==> config.mk <==
export PLATFORM = sky130hd
export DESIGN_NAME = sha256_stream_hasher
export DESIGN_NICKNAME = d
export VERILOG_FILES = /design/src/sv/sha_pkg.sv /design/src/sv/sha256_stream_hasher.sv /design/src/sv/sha_core.sv /design/src/sv/sha_buffer.sv
export SDC_FILE = /design/constraint.sdc
export NUM_CORES = 2
export LEC_CHECK = 0
export BUFFER_PORTS_ARGS = -buffer_cell sky130_fd_sc_hd__buf_2
export CORE_MARGIN = 1.5
export CORE_UTILIZATION = 59
export DETAILED_ROUTE_END_ITERATION = 6
export GPL_TIMING_DRIVEN = 0
export MAX_ROUTING_LAYER = met4
export PLACE_DENSITY = 0.75
export SYNTH_ARGS = -nofsm -noshare
export SYNTH_HDL_FRONTEND = slang
export SYNTH_SLANG_ARGS = --single-unit
==> constraint.sdc <==
create_clock -name clock -period 24.5 [get_ports clock]
set_clock_uncertainty 0.2 [all_clocks]
set_input_delay 2.45 -clock clock [delete_from_list [all_inputs] [get_ports clock]]
set_output_delay 2.45 -clock clock [all_outputs]
set_load 0.03 [all_outputs]
==> src/sv/sha_pkg.sv <==
// Package with SHA-256 constants, round functions and shared types.
`default_nettype none
package sha_pkg;

   typedef enum logic [1:0] {
      CMD_ABSORB = 2'd0,
      CMD_ABSORB_FINISH = 2'd1,
      CMD_FINISH = 2'd2,
      CMD_UNUSED = 2'd3
   } cmd_type;

   typedef logic [31:0] word_type;

   // Round constant table.
   function automatic word_type round_k(input logic [5:0] t);
      word_type k;
      case (t)
         6'd0: k = 32'h428a2f98; 6'd1: k = 32'h71374491; 6'd2: k = 32'hb5c0fbcf;
         6'd3: k = 32'he9b5dba5; 6'd4: k = 32'h3956c25b; 6'd5: k = 32'h59f111f1;
         6'd6: k = 32'h923f82a4; 6'd7: k = 32'hab1c5ed5; 6'd8: k = 32'hd807aa98;
         6'd9: k = 32'h12835b01; 6'd10: k = 32'h243185be; 6'd11: k = 32'h550c7dc3;
         6'd12: k = 32'h72be5d74; 6'd13: k = 32'h80deb1fe; 6'd14: k = 32'h9bdc06a7;
         6'd15: k = 32'hc19bf174; 6'd16: k = 32'he49b69c1; 6'd17: k = 32'hefbe4786;
         6'd18: k = 32'h0fc19dc6; 6'd19: k = 32'h240ca1cc; 6'd20: k = 32'h2de92c6f;
         6'd21: k = 32'h4a7484aa; 6'd22: k = 32'h5cb0a9dc; 6'd23: k = 32'h76f988da;
         6'd24: k = 32'h983e5152; 6'd25: k = 32'ha831c66d; 6'd26: k = 32'hb00327c8;
         6'd27: k = 32'hbf597fc7; 6'd28: k = 32'hc6e00bf3; 6'd29: k = 32'hd5a79147;
         6'd30: k = 32'h06ca6351; 6'd31: k = 32'h14292967; 6'd32: k = 32'h27b70a85;
         6'd33: k = 32'h2e1b2138; 6'd34: k = 32'h4d2c6dfc; 6'd35: k = 32'h53380d13;
         6'd36: k = 32'h650a7354; 6'd37: k = 32'h766a0abb; 6'd38: k = 32'h81c2c92e;
         6'd39: k = 32'h92722c85; 6'd40: k = 32'ha2bfe8a1; 6'd41: k = 32'ha81a664b;
         6'd42: k = 32'hc24b8b70; 6'd43: k = 32'hc76c51a3; 6'd44: k = 32'hd192e819;
         6'd45: k = 32'hd6990624; 6'd46: k = 32'hf40e3585; 6'd47: k = 32'h106aa070;
         6'd48: k = 32'h19a4c116; 6'd49: k = 32'h1e376c08; 6'd50: k = 32'h2748774c;
         6'd51: k = 32'h34b0bcb5; 6'd52: k = 32'h391c0cb3; 6'd53: k = 32'h4ed8aa4a;
         6'd54: k = 32'h5b9cca4f; 6'd55: k = 32'h682e6ff3; 6'd56: k = 32'h748f82ee;
         6'd57: k = 32'h78a5636f; 6'd58: k = 32'h84c87814; 6'd59: k = 32'h8cc70208;
         6'd60: k = 32'h90befffa; 6'd61: k = 32'ha4506ceb; 6'd62: k = 32'hbef9a3f7;
         default: k = 32'hc67178f2;
      endcase
      return k;
   endfunction

   function automatic word_type start_hash(input logic [2:0] i);
      word_type h;
      case (i)
         3'd0: h = 32'h6a09e667; 3'd1: h = 32'hbb67ae85;
         3'd2: h = 32'h3c6ef372; 3'd3: h = 32'ha54ff53a;
         3'd4: h = 32'h510e527f; 3'd5: h = 32'h9b05688c;
         3'd6: h = 32'h1f83d9ab;
         default: h = 32'h5be0cd19;
      endcase
      return h;
   endfunction

   function automatic word_type ror32(input word_type x, input int n);
      return (x >> n) | (x << (32 - n));
   endfunction

   function automatic word_type sig0(input word_type x);
      return ror32(x, 7) ^ ror32(x, 18) ^ (x >> 3);
   endfunction

   function automatic word_type sig1(input word_type x);
      return ror32(x, 17) ^ ror32(x, 19) ^ (x >> 10);
   endfunction

   function automatic word_type big0(input word_type x);
      return ror32(x, 2) ^ ror32(x, 13) ^ ror32(x, 22);
   endfunction

   function automatic word_type big1(input word_type x);
      return ror32(x, 6) ^ ror32(x, 11) ^ ror32(x, 25);
   endfunction

   localparam logic [7:0] PAD_BYTE = 8'h80;
   localparam logic [5:0] LEN_START = 6'd56;

   // Request from the byte front end to the compression core.
   typedef struct packed {
      logic start;
      logic bank;
   } core_req_type;

endpackage
`default_nettype wire

==> src/sv/sha256_stream_hasher.sv <==
// Top level of the SHA-256 byte stream hasher.
// Usage:
//  - req channel: one byte per handshake (req_valid high, req_stall low) with
//    req_command (absorb, absorb+finish, finish) and req_data_byte.
//    Command 3 is dropped.
//  - rsp channel: eight digest words H0..H7 per finished message with
//    rsp_word_index and rsp_last_word on the eighth.
//  - Bytes enter at one per cycle into a two-bank block memory. A full block
//    starts a 64-round compression, one round per cycle followed by a
//    feed-forward step; a second full block arriving while the core is busy
//    stalls the input until the core frees a bank.
//  - Finish feeds the padding bytes one per cycle while no block is pending
//    (up to 72 bytes, followed by one or two compressions), then emits the
//    eight words, one per cycle when rsp_stall is low. The input stays stalled
//    until the last digest word is taken.
//  - Synchronous active-high reset loads the initial hash and clears counts.
//  - A stalled response holds its word and index.
`default_nettype none
module sha256_stream_hasher (
   input  wire logic        clock,
   input  wire logic        reset,
   input  wire logic        req_valid,
   output logic             req_stall,
   input  wire logic [1:0]  req_command,
   input  wire logic [7:0]  req_data_byte,
   output logic             rsp_valid,
   input  wire logic        rsp_stall,
   output logic [31:0]      rsp_digest_word,
   output logic [2:0]       rsp_word_index,
   output logic             rsp_last_word
);
   import sha_pkg::*;

   typedef enum logic [3:0] {
      ST_BYTES = 4'b0001,
      ST_PAD = 4'b0010,
      ST_WAIT = 4'b0100,
      ST_OUT = 4'b1000
   } state_type;

   state_type st_ff, st_in;
   logic [5:0] fill_ff, fill_in;
   logic bank_ff, bank_in;
   logic [60:0] count_ff, count_in;
   logic [63:0] bits_ff;
   logic [2:0] idx_ff, idx_in;
   logic rv_ff, rv_in;
   logic pend_ff, pend_in;
   // padding sequencing flags
   logic pad_first_ff, pad_done_ff;

   logic wr_en;
   logic [7:0] wr_data;
   logic [3:0] rd_addr;
   logic rd_bank;
   logic [31:0] rd_data;
   logic core_busy;
   logic new_msg;
   core_req_type creq;
   logic accept, has_byte, do_finish;
   logic [2:0] len_sel;

   sha_buffer u_buf (
      .clock(clock), .wr_en(wr_en), .wr_bank(bank_ff), .wr_addr(fill_ff),
      .wr_data(wr_data), .rd_bank(rd_bank), .rd_addr(rd_addr), .rd_data(rd_data)
   );

   sha_core u_core (
      .clock(clock), .reset(reset), .req(creq), .new_msg(new_msg),
      .buf_word_addr(rd_addr), .buf_bank(rd_bank), .buf_word(rd_data),
      .busy(core_busy), .hash_index(idx_ff), .hash_word(rsp_digest_word)
   );

   // pend: a full block waits for the core
   assign req_stall = (st_ff != ST_BYTES) || pend_ff;
   assign accept = req_valid && !req_stall;
   assign has_byte = accept && (req_command == CMD_ABSORB || req_command == CMD_ABSORB_FINISH);
   assign do_finish = accept && (req_command == CMD_ABSORB_FINISH || req_command == CMD_FINISH);
   assign len_sel = 3'(fill_ff - LEN_START);

   always_comb begin
      st_in = st_ff;
      fill_in = fill_ff;
      bank_in = bank_ff;
      count_in = count_ff;
      idx_in = idx_ff;
      rv_in = rv_ff;
      pend_in = pend_ff;
      wr_en = 1'b0;
      wr_data = req_data_byte;
      creq.start = 1'b0;
      creq.bank = bank_ff;
      new_msg = 1'b0;
      // hand a pending block to the core once it is free
      if (pend_ff && !core_busy) begin
         creq.start = 1'b1;
         creq.bank = ~bank_ff;
         pend_in = 1'b0;
      end
      case (st_ff)
         ST_BYTES: begin
            if (has_byte) begin
               wr_en = 1'b1;
               count_in = count_ff + 61'd1;
            end
            if (do_finish) st_in = ST_PAD;
         end
         ST_PAD: begin
            if (!pend_ff) begin
               wr_en = 1'b1;
               // length bytes go out most significant first
               if (pad_done_ff) wr_data = bits_ff[{~len_sel, 3'b000} +: 8];
               else if (pad_first_ff) wr_data = PAD_BYTE;
               else wr_data = 8'h00;
            end
         end
         ST_WAIT: begin
            if (!core_busy && !pend_ff) begin
               st_in = ST_OUT;
               rv_in = 1'b1;
               idx_in = '0;
            end
         end
         ST_OUT: begin
            if (!rsp_stall) begin
               idx_in = idx_ff + 3'd1;
               if (idx_ff == 3'd7) begin
                  rv_in = 1'b0;
                  st_in = ST_BYTES;
                  new_msg = 1'b1;
                  count_in = '0;
               end
            end
         end
         default: st_in = ST_BYTES;
      endcase
      if (wr_en) begin
         fill_in = fill_ff + 6'd1;
         if (fill_ff == 6'd63) begin
            bank_in = ~bank_ff;
            if (core_busy && !creq.start) pend_in = 1'b1;
            else if (!creq.start) begin
               creq.start = 1'b1;
               creq.bank = bank_ff;
            end else pend_in = 1'b1;
         end
         if (st_ff == ST_PAD && pad_done_ff && fill_ff == 6'd63) st_in = ST_WAIT;
      end
   end

   always_ff @(posedge clock) begin
      if (reset) begin
         st_ff <= ST_BYTES;
         fill_ff <= '0;
         bank_ff <= 1'b0;
         count_ff <= '0;
         idx_ff <= '0;
         rv_ff <= 1'b0;
         pend_ff <= 1'b0;
         pad_first_ff <= 1'b0;
         pad_done_ff <= 1'b0;
      end else begin
         st_ff <= st_in;
         fill_ff <= fill_in;
         bank_ff <= bank_in;
         count_ff <= count_in;
         idx_ff <= idx_in;
         rv_ff <= rv_in;
         pend_ff <= pend_in;
         if (st_ff == ST_BYTES && do_finish) begin
            pad_first_ff <= 1'b1;
            pad_done_ff <= 1'b0;
         end else if (st_ff == ST_PAD && wr_en) begin
            pad_first_ff <= 1'b0;
            // length field starts once fill reaches 56 after the marker
            if (fill_in == LEN_START) pad_done_ff <= 1'b1;
         end
      end
      if (st_ff == ST_BYTES && do_finish) bits_ff <= {count_in, 3'b000};
   end

   assign rsp_valid = rv_ff;
   assign rsp_word_index = idx_ff;
   assign rsp_last_word = (idx_ff == 3'd7);

`ifndef SYNTH
   a_no_accept_in_output: assert property (@(posedge clock) disable iff (reset)
      rsp_valid |-> req_stall)
      else $error("input accepted during digest output");
   a_out_advance: assert property (@(posedge clock) disable iff (reset)
      rsp_valid && !rsp_stall && !rsp_last_word |=> rsp_valid
         && rsp_word_index == $past(rsp_word_index) + 3'd1)
      else $error("digest index did not advance");
   a_hold: assert property (@(posedge clock) disable iff (reset)
      rsp_valid && rsp_stall |=> rsp_valid && $stable(rsp_word_index))
      else $error("stalled response changed");
`endif
endmodule
`default_nettype wire

==> src/sv/sha_core.sv <==
// SHA-256 compression core: schedule and working state over 64 rounds.
`default_nettype none
module sha_core (
   input  wire logic              clock,
   input  wire logic              reset,
   input  wire sha_pkg::core_req_type req,
   input  wire logic              new_msg,
   output logic [3:0]             buf_word_addr,
   output logic                   buf_bank,
   input  wire logic [31:0]       buf_word,
   output logic                   busy,
   input  wire logic [2:0]        hash_index,
   output logic [31:0]            hash_word
);
   import sha_pkg::*;

   // schedule window: last 16 words
   word_type w_ff [16];
   word_type v_ff [8];
   word_type v_in [8];
   word_type h_ff [8];
   logic [6:0] t_ff, t_in;
   logic run_ff, run_in;
   logic fin_ff, fin_in;
   logic bank_ff;
   word_type w_cur, t1, t2, w_new;

   assign busy = run_ff | fin_ff;
   assign buf_bank = run_ff ? bank_ff : req.bank;
   // prefetch the word for the next round (the memory read is registered)
   assign buf_word_addr = run_ff ? (t_ff[3:0] + 4'd1) : 4'd0;
   assign hash_word = h_ff[hash_index];

   always_comb begin
      w_new = w_ff[0] + sig0(w_ff[1]) + w_ff[9] + sig1(w_ff[14]);
      w_cur = (t_ff < 7'd16) ? buf_word : w_new;
      t1 = v_ff[7] + big1(v_ff[4]) + ((v_ff[4] & v_ff[5]) ^ (~v_ff[4] & v_ff[6]))
         + round_k(t_ff[5:0]) + w_cur;
      t2 = big0(v_ff[0]) + ((v_ff[0] & v_ff[1]) ^ (v_ff[0] & v_ff[2]) ^ (v_ff[1] & v_ff[2]));
      v_in[0] = t1 + t2;
      v_in[1] = v_ff[0];
      v_in[2] = v_ff[1];
      v_in[3] = v_ff[2];
      v_in[4] = v_ff[3] + t1;
      v_in[5] = v_ff[4];
      v_in[6] = v_ff[5];
      v_in[7] = v_ff[6];
      run_in = run_ff;
      fin_in = 1'b0;
      t_in = t_ff;
      if (run_ff) begin
         t_in = t_ff + 7'd1;
         if (t_ff == 7'd63) begin
            run_in = 1'b0;
            fin_in = 1'b1;
         end
      end else if (req.start) begin
         run_in = 1'b1;
         t_in = '0;
      end
   end

   always_ff @(posedge clock) begin
      if (reset) begin
         run_ff <= 1'b0;
         fin_ff <= 1'b0;
         t_ff <= '0;
      end else begin
         run_ff <= run_in;
         fin_ff <= fin_in;
         t_ff <= t_in;
      end
      if (!run_ff && req.start) begin
         bank_ff <= req.bank;
         for (int i = 0; i < 8; i++) v_ff[i] <= h_ff[i];
      end
      if (run_ff) begin
         for (int i = 0; i < 8; i++) v_ff[i] <= v_in[i];
         for (int i = 0; i < 15; i++) w_ff[i] <= w_ff[i + 1];
         w_ff[15] <= w_cur;
      end
   end

   always_ff @(posedge clock) begin
      if (reset || new_msg) begin
         for (int i = 0; i < 8; i++) h_ff[i] <= start_hash(3'(i));
      end else if (fin_ff) begin
         for (int i = 0; i < 8; i++) h_ff[i] <= h_ff[i] + v_ff[i];
      end
   end

`ifndef SYNTH
   a_fin_after_last: assert property (@(posedge clock) disable iff (reset)
      run_ff && t_ff == 7'd63 |=> fin_ff && !run_ff)
      else $error("finish did not follow last round");
   a_fin_single: assert property (@(posedge clock) disable iff (reset)
      fin_ff |=> !fin_ff)
      else $error("double finish");
   a_t_bound: assert property (@(posedge clock) disable iff (reset)
      run_ff |-> t_ff < 7'd64)
      else $error("round count out of range");
`endif
endmodule
`default_nettype wire

==> src/sv/sha_buffer.sv <==
// Double-buffered block memory: byte writes, 32-bit big-endian word reads.
`default_nettype none
module sha_buffer (
   input  wire logic       clock,
   input  wire logic       wr_en,
   input  wire logic       wr_bank,
   input  wire logic [5:0] wr_addr,
   input  wire logic [7:0] wr_data,
   input  wire logic       rd_bank,
   input  wire logic [3:0] rd_addr,
   output logic [31:0]     rd_data
);
   // four byte lanes, each 2 banks x 16 words
   logic [7:0] lane0 [32];
   logic [7:0] lane1 [32];
   logic [7:0] lane2 [32];
   logic [7:0] lane3 [32];
   logic [4:0] waddr;
   logic [4:0] raddr;

   assign waddr = {wr_bank, wr_addr[5:2]};
   assign raddr = {rd_bank, rd_addr};

   always_ff @(posedge clock) begin
      if (wr_en && wr_addr[1:0] == 2'd0) lane0[waddr] <= wr_data;
      if (wr_en && wr_addr[1:0] == 2'd1) lane1[waddr] <= wr_data;
      if (wr_en && wr_addr[1:0] == 2'd2) lane2[waddr] <= wr_data;
      if (wr_en && wr_addr[1:0] == 2'd3) lane3[waddr] <= wr_data;
      rd_data <= {lane0[raddr], lane1[raddr], lane2[raddr], lane3[raddr]};
   end
endmodule
`default_nettype wire
==> impl_summary.log <==
[metrics] result of the run: finished, violations left
[metrics] failing checks: DRC, capacitance limit, slew limit
[metrics] Synth async-reset ratio: 0
[metrics] largest net degree at the start of global routing: 78
[metrics] number of buffers inserted during clock tree synthesis: 225
[metrics] final count of hold timing violations: 0
[metrics] post-synthesis sequential element count: 2,265
[metrics] post-detailed-route count of antenna-violating nets: 0
[metrics] initial antenna violation count: 11
[metrics] number of non-filler instances in the completed layout: 11,400
[metrics] routed via count: 77,600
[metrics] net switching power of the design: 1810 uW
[metrics] via count of the first global-routing pass: 74,500
[metrics] die outline height: 441 microns
[metrics] cell count after synthesis: 8,407
[metrics] placed inst area: 118,000 sq um
[metrics] final-stage net count: 9,335
[metrics] power density normalized to cell area: 65.9 nW/um^2
[metrics] layout overhead on the synthesized area: 10.9%
[metrics] required time worst endpoint: 24.88 ns
[metrics] crit end category: flip-flop
[metrics] post-synthesis instance area: 113,000 sq um
[metrics] standard-cell rows: 160
[metrics] count of final max-slew check failures: 22
[metrics] count of final setup violators: 0
[metrics] proportion of power drawn by flip-flops and latches: 0.515
[metrics] number of buffers inserted by hold repair at cts: 0
[metrics] unrepaired setup endpoints after global routing: no
[metrics] total I/O pin count: 52
[metrics] Gate power share: 0.042
[metrics] slowest stage cell, crit path: o31ai_1
[metrics] Net Count, Synth: 9,014
[metrics] sequential standard cell area: 66,500 sq um
[metrics] startpoint types: flip-flop
[metrics] worst endpoint data arrival time: 11.87 ns
[metrics] Highest Clock Rate: 87.1 MHz
[metrics] all-layer global routing usage: 0.378
[metrics] final worst-path cycle share: 0.469
[metrics] width of the chip: 441 microns
[metrics] clock tree sinks: 2,265
[metrics] vias per cell: 6.78
[metrics] type of the worst min-delay path: reg2reg
[metrics] Leakage: 0.0430 uW
[metrics] most common flop cell mapped by yosys: edfxtp_1
[metrics] internal power consumption: 6450 uW
[metrics] biggest cell delay along the critical path: 0.84 ns
[metrics] Setup WS post-layout: 13.02 ns
[metrics] Detailed Route Iter0 Violations: 12,000
[metrics] transition time at the pin with the least slew margin: 1.55 ns
[metrics] weighted congestion reported at the end of routability-driven placement: 1.07
[metrics] area of combinational cells with multiple inputs: 43,600 sq um
[metrics] library cell appearing most often on the critical path: fa_1
[metrics] warning count from the yosys run: 0
[metrics] starting utilization of the core area: 0.594
[metrics] maximum count of clock buffers along a single path: 3
[metrics] Routed Wire Length: 357 mm
[metrics] final period demand of the worst path: 11.48 ns
[metrics] post-route cell area: 125,000 sq um
[metrics] count of input and output buffers: 51
[metrics] remaining routing DRC violations: 8
[metrics] proportion of synthesized chip area in sequential cells: 0.588
[metrics] number of distinct library cells after synthesis: 104
[metrics] fraction of layout instances using a drive strength above 1: 0.117
[metrics] fillers: 13,400
[metrics] worst slew margin relative to its limit: -0.0333
[metrics] delay-heaviest family, CP: adder cells
[metrics] Post-Synthesis Mean Instance Area: 13.5 sq um
[metrics] class of the most critical setup path: reg2reg
[metrics] core area: 190,000 sq um
[metrics] number of enable-type register cells in the synthesized netlist: 2,110
[metrics] Clock Power Share: 0.443
[metrics] die outline area: 194,000 sq um
[metrics] largest fanout on the critical path: 6
[metrics] Worst-path clk slew: 0.06 ns
[metrics] switching share of power: 0.219
[metrics] clock tree from TritonCTS: yes
[metrics] count of instances resized after the clock tree is built: 0
[metrics] # Post-CTS Setup Buffers: 0
[metrics] clock insertion delay at the later pin of the skew report: 0.93 ns
[metrics] worst ir drop on vdd: 0.0951 mV
[metrics] MaxCap Viol Count: 2
[metrics] WL per Instance: 31.2 microns
[metrics] Detailed Place HPWL: 256 mm
[metrics] total gr overflow: 0
[metrics] count of placed standard cells including taps: 11,000
[metrics] Post-Place Worst Slack: 13.34 ns
[metrics] hold slack: 0.181 ns
[metrics] count of buffer and inverter cells on the critical path: 3
[metrics] Clock Root Buffer: clkbuf_16
[metrics] Pre-antenna DRT Iters: 7
[metrics] H-tree depth reported by CTS: 4
[metrics] wire length of the first global-routing pass: 514 mm
==> cell usage after synthesis (150+ instances only) <==
master	instances	area (sq um)
a21o_1	186	1400
a21oi_1	360	1800
clkbuf_1	330	1240
dfxtp_1	155	3100
edfxtp_1	2110	63400
fa_1	195	3900
ha_1	398	4980
inv_1	389	1460
mux2_2	241	2710
mux4_2	269	6060
nand2_1	634	2380
nor2_1	487	1830
o21ai_0	388	1940
o22ai_1	150	938
xnor2_1	358	3140
xor2_1	178	1560
==> through the flow <==
step	power (uW)	setup TNS (ns)	utilization
2_1_floorplan	4570	0	-
3_3_place_gp	4680	-885.91	0.612
3_5_place_dp	4670	0	0.618
4_1_cts	8260	0	0.659
5_1_grt	8430	0	0.659
6_report	8260	0	0.659
==> cells by family (layout without fill, tap and decap cells) <==
kind of cell	count (synthesis)	in the layout	share of synthesized area
DFF	2265	2265	0.588
and+or+nand+nor	1793	1793	0.0739
AOI/OAI and AO/OA	1771	1771	0.102
buffers and inverters	815	1328	0.0274
muxes	614	614	0.0868
adders and majority gates	611	611	0.0801
xor gates and xnor gates	538	538	0.0419
other	0	14	0
==> cell usage in the layout, fill, tap and decap left out, types with 41 or more instances in the layout <==
cell type | Yosys | layout
a211oi_1 | 52 | 52
a21o_1 | 186 | 186
a21oi_1 | 360 | 360
a31oi_1 | 56 | 56
and3_1 | 67 | 67
buf_1 | 65 | 63
buf_2 | 22 | 74
clkbuf_1 | 330 | 370
clkbuf_16 | 0 | 226
clkinv_2 | 0 | 41
dfxtp_1 | 155 | 154
edfxtp_1 | 2110 | 2110
fa_1 | 195 | 195
ha_1 | 398 | 398
inv_1 | 389 | 389
mux2_2 | 241 | 241
mux2i_1 | 104 | 104
mux4_2 | 269 | 269
nand2_1 | 634 | 632
nand2b_1 | 64 | 64
nand3_1 | 113 | 113
nand4_1 | 46 | 46
nor2_1 | 487 | 487
nor2b_1 | 116 | 116
nor3_1 | 89 | 87
o211ai_1 | 51 | 51
o21a_1 | 65 | 65
o21ai_0 | 388 | 380
o21ai_1 | 56 | 56
o21bai_1 | 41 | 41
o221ai_1 | 138 | 138
o22ai_1 | 150 | 150
or3_1 | 48 | 48
xnor2_1 | 358 | 358
xor2_1 | 178 | 178
==> cell type report <==
class | count | share of cell area
plain buffers | 421 | 0.0130
well taps | 2511 | 0.0250
inverters | 394 | 0.0118
diodes | 14 | 0.000279
flip-flops and latches | 2265 | 0.530
clock inverters | 136 | 0.0144
repair buffers | 94 | 0.00996
clock buffers | 283 | 0.0479
multi-input cells | 5327 | 0.348
==> state kept, by name, summed over array words and instances (netlist names), 7 cells and up, named ones only <==
signal         cells
u_buf.lane2      256
u_core.t_ff        7
bits_ff           61
u_buf.lane1      256
u_buf.rd_data     32
u_buf.lane0      256
u_buf.lane3      256
u_core.h_ff      256
u_core.v_ff      256
count_ff          61
u_core.w_ff      512
==> routing by layer <==
metal,part of all wire,vias to the layer above,track usage
li1,-,32500,-
met1,0.38,38600,0.506
met2,0.45,5418,0.557
met3,0.11,1052,0.0762
met4,0.060,0,0.183
met5,0,-,-
==> final timing paths <==
kind                                  from                           end  slack (ns)  cells past startpoint
max           u_core.w_ff[0][40]$_DFFE_PP_  u_core.v_ff[0][29]$_DFFE_PP_       13.02                     37
max reg2reg   u_core.w_ff[0][40]$_DFFE_PP_  u_core.v_ff[0][29]$_DFFE_PP_       13.02                     37
min reg2reg  u_core.w_ff[3][120]$_DFFE_PP_  u_core.w_ff[3][88]$_DFFE_PP_        0.18                      0
min          u_core.w_ff[3][120]$_DFFE_PP_  u_core.w_ff[3][88]$_DFFE_PP_        0.18                      0
==> power by group through the flow <==
stage | registers, uW | logic (uW) | clock network [uW]
after floorplan | 4340 | 223 | 0
after global placement | 4370 | 310 | 0
after detailed placement | 4340 | 337 | 0
after CTS | 4250 | 340 | 3670
after global routing | 4250 | 372 | 3810
final | 4250 | 349 | 3660
(Power assumes the default switching activity.)
